<file path="config.mk">
export PLATFORM = sky130hd
export DESIGN_NAME = ufph_ctrl
export DESIGN_NICKNAME = d
export VERILOG_FILES = /design/src/ufph_pkg.sv /design/src/ufph_ctrl.sv
export VERILOG_INCLUDE_DIRS = /design/src /design/src/src
export SDC_FILE = /design/constraint.sdc
export NUM_CORES = 1
export LEC_CHECK = 0
export BUFFER_PORTS_ARGS = -buffer_cell sky130_fd_sc_hd__buf_4
export CAP_MARGIN = 20
export CORE_AREA = 2 2 39 41
export DETAILED_ROUTE_END_ITERATION = 16
export DIE_AREA = 0 0 41 43
export GPL_ROUTABILITY_DRIVEN = 0
export PLACE_DENSITY = 0.49
export SLEW_MARGIN = 40
export SYNTH_ARGS = -nofsm -noshare
export SYNTH_HDL_FRONTEND = slang
export SYNTH_SLANG_ARGS = --single-unit
</file>
<file path="constraint.sdc">
create_clock -name i_clk -period 1.6 [get_ports i_clk]
set_clock_uncertainty 0.1 [all_clocks]
set_input_delay 0.16 -clock i_clk [delete_from_list [all_inputs] [get_ports i_clk]]
set_output_delay 0.16 -clock i_clk [all_outputs]
set_load 0.01 [all_outputs]
</file>
<file path="src/union_find_path_halving_core_macros.svh">
// assertion helpers shared by the core modules
`ifndef UNION_FIND_PATH_HALVING_CORE_MACROS_SVH
`define UNION_FIND_PATH_HALVING_CORE_MACROS_SVH

// checked property, masked while reset is low
`define UFPH_ASSERT(label, prop, msg) \
    label: assert property (@(posedge i_clk) disable iff (!i_rst_n) prop) else $error(msg);

// checked property, also live during reset
`define UFPH_ASSERT_ALWAYS(label, prop, msg) \
    label: assert property (@(posedge i_clk) prop) else $error(msg);

`endif

</file>
<file path="src/ufph_pkg.sv">
package ufph_pkg;

    localparam int MAX_ELEMENTS_DEF = 1024;
    localparam int IDX_W            = 10;
    localparam int CFG_W            = 11;
    localparam logic [CFG_W-1:0] COUNT_RESET = 11'd1024;

    // request codes, code 3 is rejected
    localparam logic [1:0] OP_FIND      = 2'd0;
    localparam logic [1:0] OP_UNION     = 2'd1;
    localparam logic [1:0] OP_CONNECTED = 2'd2;

    typedef struct packed {
        logic [1:0]       opcode;
        logic [IDX_W-1:0] first_element;
        logic [IDX_W-1:0] second_element;
    } t_in_item;

    typedef struct packed {
        logic             status;
        logic [IDX_W-1:0] root;
        logic             same_set;
    } t_out_item;

    typedef enum logic [2:0] {
        ST_CLEAR,
        ST_IDLE,
        ST_CHECK,
        ST_HALVE,
        ST_SIZE_P,
        ST_SIZE_Q,
        ST_RESULT
    } t_state;

    typedef struct packed {
        logic clr_step;
        logic start;
        logic halve_rd;
        logic halve_wr;
        logic start_q;
        logic size_rd_p;
        logic size_cap;
        logic link;
        logic out_load;
    } t_dp_cmd;

    typedef struct packed {
        logic clr_last;
        logic in_err;
        logic at_root;
        logic phase_q;
        logic op_find;
        logic op_union;
        logic roots_equal;
        logic out_free;
    } t_dp_stat;

endpackage

</file>
<file path="src/ufph_ctrl.sv">
`include "union_find_path_halving_core_macros.svh"

module ufph_ctrl (
    input  logic               i_clk,
    input  logic               i_rst_n,
    input  logic               i_in_valid,
    output logic               o_in_stall,
    input  ufph_pkg::t_dp_stat i_stat,
    output ufph_pkg::t_dp_cmd  o_cmd
);
    import ufph_pkg::*;

    t_state r_state;
    t_state n_state;

    always_ff @(posedge i_clk) begin
        if (!i_rst_n) begin
            r_state <= ST_CLEAR;
        end else begin
            r_state <= n_state;
        end
    end

    always_comb begin
        n_state    = r_state;
        o_cmd      = '0;
        o_in_stall = 1'b1;
        unique case (r_state)
            ST_CLEAR: begin
                o_cmd.clr_step = 1'b1;
                if (i_stat.clr_last) begin
                    n_state = ST_IDLE;
                end
            end
            ST_IDLE: begin
                o_in_stall = 1'b0;
                if (i_in_valid) begin
                    o_cmd.start = 1'b1;
                    n_state     = i_stat.in_err ? ST_RESULT : ST_CHECK;
                end
            end
            ST_CHECK: begin
                if (!i_stat.at_root) begin
                    o_cmd.halve_rd = 1'b1;
                    n_state        = ST_HALVE;
                end else if (!i_stat.phase_q) begin
                    if (i_stat.op_find) begin
                        n_state = ST_RESULT;
                    end else begin
                        o_cmd.start_q = 1'b1;
                    end
                end else if (i_stat.op_union && !i_stat.roots_equal) begin
                    o_cmd.size_rd_p = 1'b1;
                    n_state         = ST_SIZE_P;
                end else begin
                    n_state = ST_RESULT;
                end
            end
            ST_HALVE: begin
                o_cmd.halve_wr = 1'b1;
                n_state        = ST_CHECK;
            end
            ST_SIZE_P: begin
                o_cmd.size_cap = 1'b1;
                n_state        = ST_SIZE_Q;
            end
            ST_SIZE_Q: begin
                o_cmd.link = 1'b1;
                n_state    = ST_RESULT;
            end
            ST_RESULT: begin
                if (i_stat.out_free) begin
                    o_cmd.out_load = 1'b1;
                    n_state        = ST_IDLE;
                end
            end
            default: begin
                n_state = ST_CLEAR;
            end
        endcase
    end

    `UFPH_ASSERT(a_load_needs_room, o_cmd.out_load |-> i_stat.out_free, "result loaded over a held one")
    `UFPH_ASSERT(a_no_walk_on_error, (o_cmd.start && i_stat.in_err) |=> (r_state == ST_RESULT), "bad request started a walk")

endmodule

</file>
==> results.sh, run 1 <==
export IMPL_synth_top_area_cell="dfxtp_1"
export IMPL_path_max_fanout=7
export IMPL_fin_crit_sh=0.894
export IMPL_min_path_type="in2reg"
export IMPL_yosys_warnings=0
export IMPL_p_per_area_mw_per_mm2=793
export IMPL_peakVddDrop_mv=0.208
export IMPL_yosysSeqAreaShare=0.192
export IMPL_crit_type="reg2out"
export IMPL_synth_net_count=53
export IMPL_grt_pass1_vias=339
export IMPL_grt_pass1_wl_mm=1.33
export IMPL_slew_headroom=0.812
export IMPL_vias=369
export IMPL_ant_nets=0
export IMPL_htree_levels=1
export IMPL_placementRows=14
export IMPL_drv_slew=0
export IMPL_rsz0062_at_grt="false"
export IMPL_crit_slowest_cell="dfxtp_2"
export IMPL_start_kind="flop"
export IMPL_synth_area_sq_um=313
export IMPL_cts_buffers=3
export IMPL_synth_cell_type_count=24
export IMPL_synth_top_area_frac=0.192
export IMPL_drt_pass1_iter_count=4
export IMPL_post_cts_setup_buffers=0
export IMPL_grt_overflow=0
export IMPL_synthTopCellsByArea="dfxtp_1, nor2_1, o31ai_4, buf_4, mux2_4"
export IMPL_ys_async_sr_fraction=0
export IMPL_grt_max_degree=13
export IMPL_layout_nets=76
export IMPL_drt_iter0_drc=9
export IMPL_synth_edff_count=0
export IMPL_finalSetupTns_ns=0
export IMPL_fin_crit_ns=1.43
export IMPL_clk_latency_ns=0.24
export IMPL_max_clock_path_buffers=2
export IMPL_dpl_cell_area_sq_um=464
export IMPL_largest_register="r_state"
export IMPL_drive_gt1_frac=0.469
export IMPL_hpwl_microns=628
export IMPL_ys_top_cells_by_count="nor2_1, dfxtp_1, inv_1"
export IMPL_cts_tree="yes"
export IMPL_io_buffers=20
export IMPL_slowest_delay_ns=0.42
export IMPL_cts_sinks=3
export IMPL_die_area_sq_mm=0.00176
export IMPL_p_leak_nw=0.241
export IMPL_report_final_hold_viol_count=0
export IMPL_finish_instance_area_sq_um=494
export IMPL_num_antenna_cells=0
export IMPL_die_w_microns=41
export IMPL_crit_arrival_ns=1.17
export IMPL_area_growth_syn_to_layout_pct=58.0
export IMPL_core_sq_mm=0.00138
export IMPL_end_kind="output pin"
export IMPL_setup_violations=0
export IMPL_cts_root_buf="clkbuf_4"
export IMPL_maxCapViolCount=0
export IMPL_path_cells="and2_1, nand3_1, inv_1, buf_4"
export IMPL_largest_register_ffs=3
export IMPL_worst_pin_slew_ns=0.280
export IMPL_synth_main_ff_cell="dfxtp_1"
export IMPL_drcViolationCount=0
export IMPL_synth_most_common_cell="nor2_1"
export IMPL_cp_required_ns=1.34
export IMPL_synth_area_per_cell_sq_um=7.45
export IMPL_start_util=0.226
export IMPL_chipHeight_microns=43
export IMPL_avgViaCountPerCell=4.61
export IMPL_io_pins=21
export IMPL_synthCells=42
export IMPL_max_freq_mhz=699
export IMPL_antenna_found_initial=0
export IMPL_reg_top3="r_state (3)"
export IMPL_ys_ff_latch=3
export IMPL_path_clk_slew_ns=0.04
export IMPL_drt_wl_total_microns=861
export IMPL_avgRoutedWirePerCell_microns=10.8
export IMPL_status="completed"
export IMPL_grt_usage=0.110
[layout make-up]
class	count	area, sq um
clock buffers	4	26.3
fillers	156	890
inverters	3	11.3
multi-input cells	33	215
flip-flops and latches	3	63.8
well taps	16	20.0
repair buffers	21	158
[worst max-delay path, delay by kind of cell, from the launching register on]
family | cells | cell delay, ns
buffers and inverters | 2 | 0.21
DFF | 1 | 0.42
and+or+nand+nor | 2 | 0.30
[layer usage]
metal | global-route usage | vias to the layer above | share of wire
met5 | 0 | - | 0
met4 | 0.0800 | 0 | 0
met3 | 0 | 0 | 0.084
met2 | 0.178 | 16 | 0.50
met1 | 0.131 | 161 | 0.42
li1 | - | 192 | -
[layout by cell type (no fill, tap or decap)]
| master | netlist | routed |
|---|---|---|
| and3_1 | 1 | 1 |
| nor4_1 | 1 | 1 |
| buf_4 | 2 | 21 |
| nand2_1 | 2 | 2 |
| mux2_4 | 1 | 1 |
| nor3b_1 | 1 | 1 |
| o21ai_1 | 1 | 1 |
| a222oi_1 | 1 | 1 |
| nor2b_4 | 1 | 1 |
| a21oi_1 | 1 | 1 |
| and2_1 | 2 | 2 |
| nor2b_1 | 2 | 2 |
| clkbuf_4 | 0 | 3 |
| inv_1 | 3 | 3 |
| nand2b_1 | 2 | 2 |
| nand3_1 | 2 | 2 |
| nor3_1 | 2 | 2 |
| clkbuf_1 | 0 | 1 |
| o22ai_1 | 1 | 1 |
| o31a_1 | 1 | 1 |
| nand4b_1 | 1 | 1 |
| a31oi_1 | 1 | 1 |
| dfxtp_2 | 0 | 3 |
| nor2_1 | 8 | 8 |
| o31ai_4 | 1 | 1 |
[stage by stage]
step | worst slack [ns] | util | cells | hold slack, ns | power [W]
floorplan | 0.413 | - | 42 | 0.179 | 0.000199
CTS | 0.0415 | 0.354 | 80 | 0.0662 | 0.000393
global placement | 0.239 | 0.335 | 76 | 0.318 | 0.000252
global route | 0.0657 | 0.357 | 80 | 0.0830 | 0.000421
detailed placement | 0.290 | 0.335 | 76 | 0.313 | 0.000250
finish | 0.169 | 0.357 | 80 | 0.0832 | 0.000392
[kinds of logic after synthesis]
logic type | after synthesis | synth area share
AOI/OAI and AO/OA | 7 | 0.200
muxes | 1 | 0.0480
buffers and inverters | 6 | 0.120
DFF | 3 | 0.192
and+or+nand+nor | 25 | 0.440
[where the power goes]
part / internal [W] / switching, W / total [W]
registers: 0.0000859 / 0.0000240 / 0.000110
logic: 0.0000820 / 0.0000612 / 0.000143
clock network: 0.0000939 / 0.0000450 / 0.000139
total: 0.000262 / 0.000130 / 0.000392
[what timing repair did]
item / in CTS / in global routing
hold buffers: 0 / 0
resized for setup: 0 / 3
endpoints found under the setup margin: 0 / 4
[path summary, 6_finish.rpt]
| kind | from | to | slack [ns] | cells past startpoint |
|---|---|---|---|---|
| min | i_rst_n | r_state[1] | 0.08 | 3 |
| max | r_state[1] | o_cmd[4] | 0.17 | 4 |
| max reg2reg | r_state[0] | r_state[2] | 0.36 | 3 |
| min reg2reg | r_state[1] | r_state[1] | 0.58 | 2 |
Power figures use the tool's default switching activity.
==> inputs of run 2 (changes only) <==
Settings changed: ABC_AREA from default to 1, PLACE_DENSITY 0.49 to 0.55.
==> run 2 against run 1 <==
  * Final area is 14% higher
  * Sequential power up 42%
  * Fmax shrank 2.7%
  * Flip-flop and latch count unchanged
  * Total power up 140%
  * Cell count increased by 24%
  * Area after synthesis up 24%
  * Largest cell class unchanged
  * Routed wire length is 7.8% higher
  * Die area did not move
  * First-iteration DRC count did not move
  * Clock-buffer cell count unchanged
  * Critical path depth fell by 1
==> results.sh, run 2 <==
export IMPL_status="completed"
export IMPL_max_freq_mhz=680
export IMPL_cts_sinks=3
export IMPL_drv_slew=0
export IMPL_fin_crit_sh=0.919
export IMPL_avgRoutedWirePerCell_microns=9.37
export IMPL_fillerInstances=161
export IMPL_end_kind="output pin"
export IMPL_ys_async_sr_fraction=0
export IMPL_final_common_cell="buf_4"
export IMPL_fin_crit_ns=1.47
export IMPL_ant_nets=0
export IMPL_cts_root_buf="clkbuf_4"
export IMPL_die_area_sq_mm=0.00176
export IMPL_avgViaCountPerCell=4.48
export IMPL_cts_buffers=3
export IMPL_start_kind="flop"
export IMPL_multi_input_area_sq_um=250
export IMPL_peakVddDrop_mv=0.631
export IMPL_grt_pass1_wl_mm=1.59
export IMPL_grt_max_degree=11
export IMPL_synth_most_common_cell="nor2_1"
export IMPL_synth_cell_type_count=17
export IMPL_cts_resized=0
export IMPL_totalPowerFinal_w=0.000955
export IMPL_chipHeight_microns=43
export IMPL_synth_edff_count=0
export IMPL_grt_pass1_vias=401
export IMPL_io_pins=21
export IMPL_synthTopCellsByArea="dfxtp_1, nor2_1, nand2_1, nand3_2, buf_6"
export IMPL_synthCells=60
export IMPL_crit_arrival_ns=1.21
export IMPL_grt_usage=0.132
export IMPL_io_buffers=20
export IMPL_area_growth_syn_to_layout_pct=45.8
export IMPL_worst_pin_slew_ns=0.411
export IMPL_vias=444
export IMPL_synth_net_count=71
export IMPL_yosys_warnings=0
export IMPL_largest_register="r_state"
export IMPL_drt_iter0_drc=9
export IMPL_htree_levels=1
export IMPL_p_per_area_mw_per_mm2=1690
export IMPL_grt_overflow=0
export IMPL_drive_gt1_frac=0.446
export IMPL_setup_violations=0
export IMPL_hold_buffers=0
export IMPL_hpwl_microns=749
export IMPL_placementRows=14
export IMPL_drt_wl_total_microns=928
export IMPL_max_clock_path_buffers=2
export IMPL_synth_top_area_cell="dfxtp_1"
export IMPL_cp_required_ns=1.34
export IMPL_largest_register_ffs=3
export IMPL_clk_latency_ns=0.24
export IMPL_reg_top3="r_state (3)"
export IMPL_finalSetupTns_ns=0
export IMPL_num_antenna_cells=0
export IMPL_p_leak_nw=0.293
export IMPL_start_util=0.280
export IMPL_path_max_fanout=8
export IMPL_synth_main_ff_cell="dfxtp_1"
export IMPL_drcViolationCount=0
export IMPL_slew_headroom=0.726
export IMPL_ys_top_cells_by_count="nor2_1, nand2_1, nand3_1, inv_1, nand3_2"
export IMPL_yosysSeqAreaShare=0.155
export IMPL_antenna_found_initial=0
export IMPL_layout_common_cells="buf_4, nor2_1, nand2_1, nand3_1, inv_1"
export IMPL_crit_type="reg2out"
export IMPL_layout_nets=95
export IMPL_path_clk_slew_ns=0.04
export IMPL_ys_ff_latch=3
export IMPL_rsz0062_at_grt="false"
export IMPL_maxCapViolCount=0
export IMPL_min_path_type="in2reg"
export IMPL_regArea_sq_um=60.1
export IMPL_report_final_hold_viol_count=0
export IMPL_core_sq_mm=0.00138
export IMPL_die_w_microns=41
export IMPL_cts_tree="yes"
export IMPL_post_cts_setup_buffers=0
export IMPL_synth_area_per_cell_sq_um=6.46
export IMPL_synth_top_area_frac=0.155
export IMPL_synth_area_sq_um=388
export IMPL_drt_pass1_iter_count=5
==> run 2: cell count changes after synthesis, moves of 4 or more <==
cell and delta:
nand3_1 +4, nand3_2 +4, nand2_1 +10, nor2_1 +5
==> run 2: cell type report <==
type / instances / area share
clock buffer: 4 / 0.0465
sequential: 3 / 0.106
timing repair buffer: 22 / 0.292
inverter: 9 / 0.0774
tap: 16 / 0.0354
multi-input combinational: 45 / 0.442
==> run 2: path summary, 6_finish.rpt <==
check | slack [ns] | depth (start not counted) | end | startpoint
setup / recovery | 0.13 | 3 | o_cmd[5] | r_state[0]
hold / removal | 0.07 | 3 | r_state[2] | i_rst_n
setup reg to reg | 0.29 | 6 | r_state[0] | r_state[0]
hold reg to reg | 0.57 | 2 | r_state[0] | r_state[0]
==> run 2: power breakdown <==
part           total (W)  switching, W  internal [W]  leakage [nW]
combinational   0.000663      0.000382      0.000281         0.253
sequential      0.000156     0.0000469      0.000109        0.0248
clock           0.000136     0.0000422     0.0000936        0.0150
==> run 2: worst max-delay path, stage by stage (launching register included) <==
cell     delay, ns
dfxtp_1       0.56
inv_8         0.08
nor3_1        0.19
buf_4         0.15
==> run 2: per-stage QoR <==
stage          setup slack, ns   util  instances  area, sq um  hold WS (ns)
6_report                 0.130  0.409         99          566        0.0698
5_1_grt                 0.0323  0.409         99          566        0.0789
4_1_cts                 0.0926  0.409         99          566        0.0584
3_5_place_dp             0.322  0.390         95          539         0.308
3_3_place_gp             0.316  0.390         95          539         0.306
2_1_floorplan            0.497      -         60          388         0.169
==> run 2: cells by family after synthesis <==
group	share of synthesized area
AO/OA/AOI/OAI	0.0258
flip-flops	0.155
buffers and inverters	0.200
AND/OR/NAND/NOR	0.619
==> run 2: metal layers <==
layer / wire [microns] / track usage / vias up
li1: - / - / 236
met1: 411 / 0.163 / 195
met2: 474 / 0.197 / 13
met3: 43 / 0.0471 / 0
met4: 0 / 0.0600 / 0
met5: 0 / 0 / -
==> inputs of run 3 (changes only) <==
==> constraint.sdc (replaced) <==
create_clock -name i_clk -period 1.6 [get_ports i_clk]
set_clock_uncertainty 0.1 [all_clocks]
set_input_delay 0.24 -clock i_clk [delete_from_list [all_inputs] [get_ports i_clk]]
set_output_delay 0.24 -clock i_clk [all_outputs]
set_load 0.01 [all_outputs]
==> run 3 against run 2 <==
  * Sequential power is 23% higher
  * Final area fell by 0.88%
  * Critical path depth unchanged
  * Clock power barely moved
  * Highest routed layer unchanged
  * Sequential share of layout area rose by 0.54 points
  * Setup slack better by 0.014 ns
  * Combinational power decreased by 6.8%
  * Core utilization fell by 0.36 points
  * First-iteration DRC count down 22%
  * Clock-buffer cell count stayed put
  * Non-clock buffer count down 1
  * Total power fell by 1.1%
==> results.sh, run 3 (same netlist as run 2, synthesis figures left out) <==
export IMPL_die_area_sq_mm=0.00176
export IMPL_p_per_area_mw_per_mm2=1680
export IMPL_die_w_microns=41
export IMPL_holdWs_ns=0.134
export IMPL_num_antenna_cells=0
export IMPL_layout_common_cells="buf_4, nor2_1, nand2_1, nand3_1, inv_1"
export IMPL_dpl_cell_area_sq_um=532
export IMPL_peakVddDrop_mv=0.514
export IMPL_hpwl_microns=716
export IMPL_cts_root_buf="clkbuf_4"
export IMPL_status="completed"
export IMPL_worst_pin_slew_ns=0.271
export IMPL_finish_instance_area_sq_um=561
export IMPL_crit_type="reg2out"
export IMPL_drt_iter0_drc=7
export IMPL_clkPwrFrac=0.141
export IMPL_min_path_type="in2reg"
export IMPL_path_cells="inv_4, nor3_1, buf_4"
export IMPL_p_int_w=0.000478
export IMPL_reg_top3="r_state (3)"
export IMPL_core_sq_mm=0.00138
export IMPL_largest_register="r_state"
export IMPL_dr_wl_met3_microns=54
export IMPL_largest_register_ffs=3
export IMPL_finalSetupTns_ns=0
export IMPL_grt_max_degree=11
export IMPL_layout_nets=94
export IMPL_top_layer="met3"
export IMPL_grt_pass1_vias=369
export IMPL_p_switching_w=0.000465
export IMPL_drv_slew=0
export IMPL_cp_required_ns=1.26
export IMPL_end_kind="output pin"
export IMPL_totalPowerFinal_w=0.000944
export IMPL_htree_levels=1
export IMPL_critPathBufInv=2
export IMPL_cpLargestDelayFamily="flip-flops"
export IMPL_dp_cells=94
export IMPL_start_kind="flop"
export IMPL_area_growth_syn_to_layout_pct=44.5
export IMPL_cts_sinks=3
export IMPL_drcViolationCount=0
export IMPL_rsz0062_at_grt="false"
export IMPL_io_buffers=20
export IMPL_placementRows=14
export IMPL_wl_met1_microns=415
export IMPL_fin_crit_ns=1.46
export IMPL_p_leak_nw=0.288
export IMPL_ant_nets=0
export IMPL_setup_violations=0
export IMPL_switching_share=0.493
export IMPL_io_pins=21
export IMPL_dr_wl_met2_microns=443
export IMPL_antenna_found_initial=0
export IMPL_fin_cells=98
export IMPL_chipHeight_microns=43
export IMPL_max_clock_path_buffers=2
export IMPL_path_max_fanout=9
export IMPL_avgViaCountPerCell=4.37
export IMPL_crit_arrival_ns=1.12
export IMPL_pwr_share_seq=0.203
export IMPL_cts_buffers=3
export IMPL_avgRoutedWirePerCell_microns=9.31
export IMPL_start_util=0.280
export IMPL_drt_pass1_iter_count=4
export IMPL_combPwrFrac=0.655
export IMPL_max_freq_mhz=687
export IMPL_slowest_delay_ns=0.48
export IMPL_grt_usage=0.123
export IMPL_cts_tree="yes"
export IMPL_grt_pass1_wl_mm=1.48
export IMPL_path_clk_slew_ns=0.04
export IMPL_fin_crit_sh=0.910
export IMPL_vias=428
export IMPL_grt_overflow=0
export IMPL_post_cts_setup_buffers=0
export IMPL_drt_wl_total_microns=912
export IMPL_slew_headroom=0.819
export IMPL_final_common_cell="buf_4"
export IMPL_crit_slowest_cell="dfxtp_2"
export IMPL_maxCapViolCount=0
export IMPL_clk_latency_ns=0.23
export IMPL_drive_gt1_frac=0.463
export IMPL_report_final_hold_viol_count=0
==> run 3: cell types whose count changed in the layout (fill, tap and decap cells not counted) <==
cell,delta
buf_4,-1
dfxtp_1,-2
dfxtp_2,+2
==> run 3: final timing paths <==
check	from	to	slack (ns)	cells past startpoint
worst min register to register	r_state[0]	r_state[0]	0.48	2
worst max-delay path	r_state[2]	o_cmd[1]	0.14	3
worst min-delay path	i_rst_n	r_state[2]	0.13	3
worst max register to register	r_state[2]	r_state[0]	0.43	7
==> run 3: layout make-up <==
| type | count | area, sq um |
|---|---|---|
| Timing Repair Buffer | 21 | 158 |
| Fill cell | 157 | 823 |
| Tap cell | 16 | 20.0 |
| Clock buffer | 4 | 26.3 |
| Sequential cell | 3 | 62.6 |
| Multi-Input combinational cell | 45 | 250 |
| Inverter | 9 | 43.8 |
==> run 3: per-stage QoR <==
step | utilization | worst slack (ns)
floorplan | - | 0.424
global placement | 0.384 | 0.243
detailed placement | 0.384 | 0.218
CTS | 0.404 | 0.0260
global route | 0.405 | 0.0671
finish | 0.405 | 0.144
==> run 3: repair_timing <==
item                       CTS  global route
setup endpoints to repair    2             1
gates resized for setup      1             1
hold buffers                 0             0
==> run 3: per-layer routing <==
layer  up-vias  track usage
li1        234            -
met1       178        0.173
met2        16        0.169
met3         0       0.0157
met4         0       0.0800
met5         -            0
==> run 3: power by group through the flow <==
stage	combinational (W)	sequential [W]	clock (W)
after floorplan	0.000556	0.000123	0
after global placement	0.000625	0.000188	0
after detailed placement	0.000627	0.000189	0
after CTS	0.000630	0.000190	0.000140
after global routing	0.000690	0.000199	0.000145
final	0.000618	0.000192	0.000134
==> run 3: worst reg2reg max path, stage by stage (launching register included) <==
cell	delay, ns
dfxtp_2	0.48
inv_4	0.07
nand3_4	0.08
nor2_4	0.05
nor2_2	0.11
nand3_2	0.07
nand2_1	0.06
nor2_1	0.04
